**config.mk**
```make
export PLATFORM = sky130hd
export DESIGN_NAME = bba_ctrl
export DESIGN_NICKNAME = d
export VERILOG_FILES = /design/src/hdl/bba_pkg.sv /design/src/hdl/bba_ctrl.sv
export SDC_FILE = /design/constraint.sdc
export NUM_CORES = 1
export LEC_CHECK = 0
export ABC_AREA = 1
export BUFFER_PORTS_ARGS = -buffer_cell sky130_fd_sc_hd__buf_4
export CORE_UTILIZATION = 25
export CTS_BUF_LIST = sky130_fd_sc_hd__clkbuf_16
export CTS_CLUSTER_DIAMETER = 30
export CTS_CLUSTER_SIZE = 16
export DETAILED_ROUTE_END_ITERATION = 12
export MAX_ROUTING_LAYER = met4
export PLACE_DENSITY_LB_ADDON = 0.3
export SYNTH_ARGS = -nofsm -noshare
export SYNTH_HDL_FRONTEND = slang
export SYNTH_SLANG_ARGS = --single-unit
```
**constraint.sdc**
```tcl
create_clock -name clk -period 1.6 [get_ports clk]
set_input_delay 0.08 -clock clk [delete_from_list [all_inputs] [get_ports clk]]
set_output_delay 0.08 -clock clk [all_outputs]
set_load 0.05 [all_outputs]
```
**src/hdl/bba_pkg.sv**
```systemverilog
`timescale 1ns / 1ps
`default_nettype none
package bba_pkg;

    // Default sizing
    localparam int MAX_CHUNKS_DEF   = 1024;
    localparam int ORDER_LEVELS_DEF = 11;

    // Opcodes
    localparam logic [1:0] OP_INIT  = 2'd0;
    localparam logic [1:0] OP_ALLOC = 2'd1;
    localparam logic [1:0] OP_FREE  = 2'd2;
    localparam logic [1:0] OP_NOP   = 2'd3;

    // Result status codes
    localparam logic [1:0] ST_OK       = 2'd0;
    localparam logic [1:0] ST_BAD_SIZE = 2'd1;
    localparam logic [1:0] ST_NO_SPACE = 2'd2;
    localparam logic [1:0] ST_BAD_FREE = 2'd3;

    // Register indexes
    localparam logic [3:0] REG_CHUNK_LOG2 = 4'd0;
    localparam logic [3:0] REG_HEADER     = 4'd1;
    localparam logic [3:0] REG_TOP_ORDER  = 4'd2;
    localparam logic [3:0] REG_POOL_BASE  = 4'd3;

    // Register reset values and limits
    localparam logic [4:0]  CHUNK_RST = 5'd9;
    localparam logic [7:0]  HDR_RST   = 8'd8;
    localparam logic [3:0]  TOP_RST   = 4'd10;
    localparam logic [31:0] BASE_RST  = 32'd0;
    localparam logic [4:0]  CHUNK_MAX = 5'd20;

    // Datapath commands
    typedef enum logic [4:0] {
        CMD_NONE,
        CMD_LOAD,
        CMD_INIT,
        CMD_SIZE_START,
        CMD_K_INC,
        CMD_SEARCH_START,
        CMD_SEARCH_STEP,
        CMD_SPLIT_START,
        CMD_SPLIT_STEP,
        CMD_ALLOC_DONE,
        CMD_FREE_START,
        CMD_FREE_READ,
        CMD_FREE_ORDER,
        CMD_MERGE_STEP,
        CMD_FREE_DONE,
        CMD_FAIL_SIZE,
        CMD_FAIL_SPACE,
        CMD_FAIL_FREE,
        CMD_NOP,
        CMD_PUSH
    } cmd_code_t;

    typedef struct packed {
        cmd_code_t code;
        logic      in_ready;
    } cmd_t;

    typedef struct packed {
        logic       in_valid;
        logic [1:0] opcode;
        logic       req_zero;
        logic       k_fits;
        logic       k_at_top;
        logic       row_any;
        logic       o_at_top;
        logic       o_gt_k;
        logic       free_bad;
        logic       buddy_avail;
        logic       o_lt_top;
        logic       out_free;
    } sts_t;

    typedef enum logic [3:0] {
        S_IDLE,
        S_DECODE,
        S_SIZE,
        S_SEARCH,
        S_SPLIT0,
        S_SPLIT,
        S_FCHK,
        S_FRD,
        S_MERGE,
        S_DONE
    } state_t;

endpackage
`default_nettype wire

```
**src/hdl/bba_ctrl.sv**
```systemverilog
`timescale 1ns / 1ps
`default_nettype none
module bba_ctrl (
    input  wire logic     clk,
    input  wire logic     rst_n,
    input  bba_pkg::sts_t sts,
    output bba_pkg::cmd_t cmd
);
    import bba_pkg::*;

    state_t state_reg;
    state_t state_next;

    // State register
    always_ff @(posedge clk or negedge rst_n)
    begin
        if (!rst_n)
        begin
            state_reg <= S_IDLE;
        end
        else
        begin
            state_reg <= state_next;
        end
    end

    // Next state and commands
    always_comb
    begin
        state_next   = state_reg;
        cmd.code     = CMD_NONE;
        cmd.in_ready = 1'b0;
        case (state_reg)
            S_IDLE:
            begin
                cmd.in_ready = 1'b1;
                if (sts.in_valid)
                begin
                    cmd.code   = CMD_LOAD;
                    state_next = S_DECODE;
                end
            end
            S_DECODE:
            begin
                case (sts.opcode)
                    OP_INIT:
                    begin
                        cmd.code   = CMD_INIT;
                        state_next = S_DONE;
                    end
                    OP_ALLOC:
                    begin
                        if (sts.req_zero)
                        begin
                            cmd.code   = CMD_FAIL_SIZE;
                            state_next = S_DONE;
                        end
                        else
                        begin
                            cmd.code   = CMD_SIZE_START;
                            state_next = S_SIZE;
                        end
                    end
                    OP_FREE:
                    begin
                        cmd.code   = CMD_FREE_START;
                        state_next = S_FCHK;
                    end
                    default:
                    begin
                        cmd.code   = CMD_NOP;
                        state_next = S_DONE;
                    end
                endcase
            end
            S_SIZE:
            begin
                if (sts.k_fits)
                begin
                    cmd.code   = CMD_SEARCH_START;
                    state_next = S_SEARCH;
                end
                else if (sts.k_at_top)
                begin
                    cmd.code   = CMD_FAIL_SIZE;
                    state_next = S_DONE;
                end
                else
                begin
                    cmd.code = CMD_K_INC;
                end
            end
            S_SEARCH:
            begin
                if (sts.row_any)
                begin
                    cmd.code   = CMD_SEARCH_STEP;
                    state_next = S_SPLIT0;
                end
                else if (sts.o_at_top)
                begin
                    cmd.code   = CMD_FAIL_SPACE;
                    state_next = S_DONE;
                end
                else
                begin
                    cmd.code = CMD_SEARCH_STEP;
                end
            end
            S_SPLIT0:
            begin
                cmd.code   = CMD_SPLIT_START;
                state_next = S_SPLIT;
            end
            S_SPLIT:
            begin
                if (sts.o_gt_k)
                begin
                    cmd.code = CMD_SPLIT_STEP;
                end
                else
                begin
                    cmd.code   = CMD_ALLOC_DONE;
                    state_next = S_DONE;
                end
            end
            S_FCHK:
            begin
                if (sts.free_bad)
                begin
                    cmd.code   = CMD_FAIL_FREE;
                    state_next = S_DONE;
                end
                else
                begin
                    cmd.code   = CMD_FREE_READ;
                    state_next = S_FRD;
                end
            end
            S_FRD:
            begin
                cmd.code   = CMD_FREE_ORDER;
                state_next = S_MERGE;
            end
            S_MERGE:
            begin
                if (sts.o_lt_top && sts.buddy_avail)
                begin
                    cmd.code = CMD_MERGE_STEP;
                end
                else
                begin
                    cmd.code   = CMD_FREE_DONE;
                    state_next = S_DONE;
                end
            end
            S_DONE:
            begin
                if (sts.out_free)
                begin
                    cmd.code   = CMD_PUSH;
                    state_next = S_IDLE;
                end
            end
            default: state_next = S_IDLE;
        endcase
    end

`ifndef ASSERT_OFF
    // An accepted beat is decoded next cycle
    a_load_decode: assert property (@(posedge clk) disable iff (!rst_n)
        (sts.in_valid && cmd.in_ready) |=> (state_reg == S_DECODE))
        else $error("accepted beat not decoded");

    // A result is pushed only into a free output slot
    a_push_free: assert property (@(posedge clk) disable iff (!rst_n)
        (cmd.code == CMD_PUSH) |-> sts.out_free)
        else $error("push over a pending result");

    // A finished result waits while the output is blocked
    a_done_hold: assert property (@(posedge clk) disable iff (!rst_n)
        (state_reg == S_DONE && !sts.out_free) |=> (state_reg == S_DONE))
        else $error("result left before push");
`endif

endmodule
`default_nettype wire

```
After elaboration in Yosys (flattened, before gate mapping)
Index checks and enable logic that the tools add are counted.
{"block": "word_totals", "out_inout_bits": 6, "inputBits": 15, "register_bits": 4, "word_cells": 47}
{"block": "classes", "mux": 25, "eq_ne": 17, "reduce_logical": 4}
{"cell": "two-way mux 4 bit", "count": 13}
{"cell": "one-hot mux 5 bit (10 select lines)", "count": 1}
{"cell": "one-hot mux 4 bit (10 select lines)", "count": 1}
{"cell": "two-way mux 5 bit", "count": 4}
{"cell": "equality test 4 x 3 -> 1 bit, second input constant", "count": 4}
{"cell": "one-hot mux 5 bit (3 select lines)", "count": 1}
{"cell": "equality test 4 x 2 -> 1 bit, second input constant", "count": 2}
{"cell": "equality test 4 bit, second input constant", "count": 2}
{"cell": "!= test 2 bit, second input constant", "count": 4}
{"cell": "one-hot mux 4 bit (2 select lines)", "count": 1}
{"cell": "!= test 3 bit, second input constant", "count": 2}
{"cell": "AND reduction 6 bit", "count": 1}
{"cell": "equality test 4 x 1 -> 1 bit, second input constant", "count": 1}
{"cell": "zero test 4 bit", "count": 1}
{"cell": "two-way mux 1 bit", "count": 3}
{"cell": "equality test 2 x 1 -> 1 bit, second input constant", "count": 1}
{"cell": "equality test 2 bit, second input constant", "count": 1}
{"cell": "zero test 2 bit", "count": 1}
{"cell": "two-way mux 2 bit", "count": 1}
{"cell": "logical AND 1 bit", "count": 1}

Depth between registers and ports, before layout
{"block": "logic_depth", "ltp_word": 3, "mapped_depth": 10, "depth_no_buf": 10}

Worst setup path before layout
OpenSTA, ideal clock, no wires.
{"block": "synth_timing", "path_kind": "flip-flop to output port", "from": "register state_reg[2]", "to": "output cmd[5] in the netlist's numbering", "stages_incl_launch_ff": 4, "required_time_ns": 1.520, "setup_slack_ns": -0.069, "arrival_time_ns": 1.589, "path_cell_list": "dfrtp_1 -> nor2_4 -> nand2_1 -> o2111ai_1"}
{"element": "from (decl)", "line": "bba_ctrl.sv:11", "source": "state_t state_reg;"}
{"element": "from (signal assigned)", "line": "bba_ctrl.sv:23", "source": "state_reg <= state_next;"}
{"element": "to (decl)", "line": "bba_ctrl.sv:7", "source": "output bba_pkg::cmd_t cmd"}

==> results_tabular.tex <==
\begin{tabular}{lr}
\hline
Metric & Value \\
\hline
\multicolumn{2}{l}{\textbf{Min path}} \\
Cell depth of the worst min-delay path & 3 \\
Endpoint, Worst Hold & state\_reg[2] \\
Worst hold path class & in2reg \\
Hold path startpoint & sts[6] \\
\multicolumn{2}{l}{\textbf{Power}} \\
Power per cell area & 2190 nW/um2 \\
Sw Pwr & 0.00129 W \\
Internal & 0.00116 W \\
Post-layout power & 0.00245 W \\
Share of power burned in combinational logic & 73.9\% \\
Fraction of power spent switching nets & 52.5\% \\
Leakage power of the design & 0.633 nW \\
Sequential Power Share & 10.4\% \\
Clk pwr share & between 10\% and 20\% \\
Worst vdd rail ir drop & around 1200 uV \\
\multicolumn{2}{l}{\textbf{Clocking}} \\
Master cell of the clock root buffer & sky130\_fd\_sc\_hd\_\_clkbuf\_16 \\
CTS Buffer Depth & 2 \\
Clock tree from TritonCTS & built \\
Sinks on the clock net & 4 \\
Clock buffer count from CTS & 3 \\
CTS H-tree lvls & 1 \\
Worst-Skew Late Latency & 0.22 ns \\
Clock-pin slew on the worst setup and hold paths & 0.03 ns \\
\multicolumn{2}{l}{\textbf{Cells and area}} \\
Final Net Count & 180 \\
Number of antenna diodes & 0 \\
Final Core Density & 44.0\% \\
Final standard cell count with taps included and fillers excluded & 188 \\
Area grow syn2layout & 61.1\% \\
Flip-flop count of the largest register, all copies and words added & 4 \\
Share of layout cells above drive strength 1 & about two fifths \\
\multicolumn{2}{l}{\textbf{Timing}} \\
Slew at the pin closest to its max-slew limit & 0.236 ns \\
Final Setup Violations & 1 \\
Setup repair after global routing missed its margin & true \\
Headroom to the max-slew limit & 84.2\% \\
Clock Skews & 0.000360 ns \\
Final hold viol count & 0 \\
Maximum frequency from static timing analysis & slightly above 600 MHz \\
Max-slew violations & 0 \\
Post-route minimum period & 1.61 ns \\
Tcrit/Tclk final & 101\% \\
Minimum setup slack in the final design & -0.00881 ns \\
\multicolumn{2}{l}{\textbf{Critical path}} \\
Critical path capture point type & output port \\
Critical path type & reg2out \\
Worst r2r dst & state\_reg[3] \\
Count of buffering cells on the critical path with inverters included & 2 \\
Master of the slowest instance on the critical path & sky130\_fd\_sc\_hd\_\_dfrtp\_2 \\
FF-to-FF Start & state\_reg[3] \\
Crit Path Max Fanout & 6 \\
Top delay family on crit path & simple AND/OR/NAND/NOR gates \\
Critical path launch point type & flop \\
Register-to-register path setup slack & 0.16 ns \\
Cell-by-cell listing of the critical path & inv\_2, nor2\_4, nand3\_1, nand3\_1, nor2\_1, nand3\_1, buf\_6 \\
Critical path's largest stage delay & 0.44 ns \\
CP Data Required Time & 1.52 ns \\
Signal arrival time at the worst endpoint & 1.53 ns \\
Path depth of the worst reg2reg path & 10 \\
CP dominant cell by count & sky130\_fd\_sc\_hd\_\_nand3\_1 \\
\multicolumn{2}{l}{\textbf{Drt}} \\
Via density per instance & 4.73 \\
DR iter-0 viols & 34 \\
Total via count after detailed routing & 889 \\
Drc violations & 0 \\
Remaining antenna violation count & 0 \\
Initial DRT Pass Iterations & 4 \\
Wire length after detailed routing & between 2000 and 2500 um \\
Detailed-route wire length per cell & roughly 11 um \\
\multicolumn{2}{l}{\textbf{Place}} \\
Count of buffers from port buffering & 20 \\
Number of instances in the placed design & 175 \\
Final weighted congestion in routability-driven placement & 0.905 \\
Dpl hpwl & 1630 um \\
\multicolumn{2}{l}{\textbf{Synth}} \\
Count of unique library cells instantiated by Yosys & 21 \\
Portion of the post-synthesis area used by sequential elements & 14.4\% \\
Number of synthesis warnings & 0 \\
Number of standard cells after synthesis & 125 \\
Cell area after synthesis & 694 um2 \\
Synthesized Nets & $\sim$150 \\
Syn Area/Cell & 5.56 um2 \\
FF+latch count, synth & 4 \\
\multicolumn{2}{l}{\textbf{Outcome}} \\
Violations in the final reports & setup timing \\
Run status & complete, but fails checks \\
\multicolumn{2}{l}{\textbf{Floorplan}} \\
Full die area & 2990 um2 \\
Floorplan die width & 54.7 um \\
Starting utilization of the core area & 27.3\% \\
DIE HEIGHT & around 55 um \\
Core area & 2540 um2 \\
Count of pins on the block boundary & 21 \\
Row count & 18 \\
\multicolumn{2}{l}{\textbf{Global route}} \\
Via count of the first global-routing pass & 793 \\
Maximum number of pins on one net before global-route repair & 7 \\
GRT Util Overall & 15.6\% \\
Number of antenna violations at the first check in global routing & 0 \\
Remaining Overflow, GRT & 0 \\
First-pass GRT wire length & 3250 um \\
\multicolumn{2}{l}{\textbf{Job}} \\
Number of max-cap violations & 0 \\
\hline
\end{tabular}
## power by group through the flow
stage               Combinational [W]  Sequential [W]  Clock, W
floorplan                     0.00106        0.000218         0
global placement              0.00143        0.000226         0
detailed placement            0.00142        0.000229         0
CTS                           0.00154        0.000242  0.000389
global route                  0.00195        0.000263  0.000394
finish                        0.00181        0.000255  0.000383
## logic make-up after synthesis
kind of cell | synth area share (%)
flip-flops | 14.4
AO/OA/AOI/OAI | 7.93
AND/OR/NAND/NOR | 55.1
adder cells (fa/ha/maj) | 9.01
buffers and inverters | 13.5
## routing by layer
layer | wire, um | part of all wire, % | vias to the layer above | GRT usage, %
met1 | 977 | 46 | 396 | 19.1
met4 | 0 | 0 | 0 | 3.85
met2 | 1030 | 48 | 34 | 26.3
met5 | 0 | 0 | - | -
li1 | - | - | 459 | -
met3 | 127 | 6.0 | 0 | 2.50
## worst register-to-register path: cells and delay by family, from the launching register on
family,cells,cell delay (ns)
and+or+nand+nor,7,0.55
buffers and inverters,3,0.38
DFF,1,0.45
## synth_stat cells
master / n / area (um2)
sky130_fd_sc_hd__nand3_1: 15 / 75.1
sky130_fd_sc_hd__nor2_1: 18 / 67.6
sky130_fd_sc_hd__clkinv_1: 1 / 3.75
sky130_fd_sc_hd__nor2_2: 3 / 18.8
sky130_fd_sc_hd__a31oi_1: 1 / 6.26
sky130_fd_sc_hd__nor2_4: 3 / 33.8
sky130_fd_sc_hd__nand2_1: 34 / 128
sky130_fd_sc_hd__o211ai_1: 1 / 7.51
sky130_fd_sc_hd__inv_2: 6 / 22.5
sky130_fd_sc_hd__dfrtp_1: 4 / 100
sky130_fd_sc_hd__o2111ai_1: 1 / 8.76
sky130_fd_sc_hd__o22ai_1: 2 / 12.5
sky130_fd_sc_hd__nand4_1: 3 / 18.8
sky130_fd_sc_hd__nand3b_1: 1 / 7.51
sky130_fd_sc_hd__a21oi_1: 1 / 5.00
sky130_fd_sc_hd__nor3_1: 1 / 5.00
sky130_fd_sc_hd__inv_1: 18 / 67.6
sky130_fd_sc_hd__ha_1: 5 / 62.6
sky130_fd_sc_hd__nand2_2: 3 / 18.8
sky130_fd_sc_hd__o21ai_0: 3 / 15.0
sky130_fd_sc_hd__nand3_2: 1 / 10.0
## worst max path at each step
| stage | start | endpoint | cells past startpoint | slack, ns |
|---|---|---|---|---|
| 6_report | state_reg[0] | cmd[1] | 7 | -0.009 |
| 5_1_grt | state_reg[0] | cmd[4] | 7 | -0.05 |
| 4_1_cts | state_reg[3] | cmd[1] | 6 | -0.008 |
| 3_5_place_dp | state_reg[0] | cmd[1] | 6 | 0.06 |
| 3_3_place_gp | state_reg[0] | cmd[1] | 6 | 0.03 |
| 2_1_floorplan | state_reg[1] | cmd[3] | 8 | 0.14 |
## cell type report
| class | instances | area (um2) |
|---|---|---|
| multi-input combinational | 96 | 557 |
| sequential | 4 | 105 |
| inverter | 25 | 97.6 |
| fill | 273 | 1430 |
| clock buffer | 3 | 75.1 |
| tap | 30 | 37.5 |
| timing repair buffer | 30 | 246 |
## stage by stage
step                hold WS [ns]  worst slack, ns  setup TNS [ns]  cell area (um2)
global placement          -0.120           0.0270               0              888
detailed placement        -0.120           0.0634               0              888
floorplan                 -0.216            0.140               0              701
finish                     0.127         -0.00881        -0.00881             1120
global route               0.142          -0.0494          -0.174             1120
CTS                        0.123         -0.00833        -0.00833             1020
## cell usage in the layout (no fill, tap or decap)
master                          netlist  final
sky130_fd_sc_hd__nor2_2               3      2
sky130_fd_sc_hd__buf_4                0     24
sky130_fd_sc_hd__nand2_1             34     29
sky130_fd_sc_hd__clkinv_2             0      1
sky130_fd_sc_hd__nor3_1               1      1
sky130_fd_sc_hd__nand2_2              3      7
sky130_fd_sc_hd__dfrtp_2              0      4
sky130_fd_sc_hd__nor2_1              18     16
sky130_fd_sc_hd__inv_4                0      1
sky130_fd_sc_hd__inv_2                6      5
sky130_fd_sc_hd__a21oi_1              1      1
sky130_fd_sc_hd__o22ai_2              0      2
sky130_fd_sc_hd__nor2_4               3      6
sky130_fd_sc_hd__ha_1                 5      5
sky130_fd_sc_hd__nand2_4              0      1
sky130_fd_sc_hd__o2111ai_2            0      1
sky130_fd_sc_hd__o21ai_0              3      2
sky130_fd_sc_hd__nand4_1              3      3
sky130_fd_sc_hd__dlygate4sd3_1        0      1
sky130_fd_sc_hd__nand3_1             15     15
sky130_fd_sc_hd__o21ai_1              0      1
sky130_fd_sc_hd__buf_6                0      5
sky130_fd_sc_hd__a31oi_1              1      1
sky130_fd_sc_hd__nand3_2              1      1
sky130_fd_sc_hd__clkbuf_16            0      3
sky130_fd_sc_hd__inv_1               18     18
sky130_fd_sc_hd__nand3b_1             1      1
sky130_fd_sc_hd__o211ai_1             1      1
## what timing repair did
item                                    in CTS  in global routing
buffers inserted                             4                  6
resized for setup                            7                 18
hold endpoints to repair                     4                  0
pin swaps                                    1                  6
hold buffers                                 1                  0
endpoints found under the setup margin       4                  7
Power figures use the tool's default switching activity.
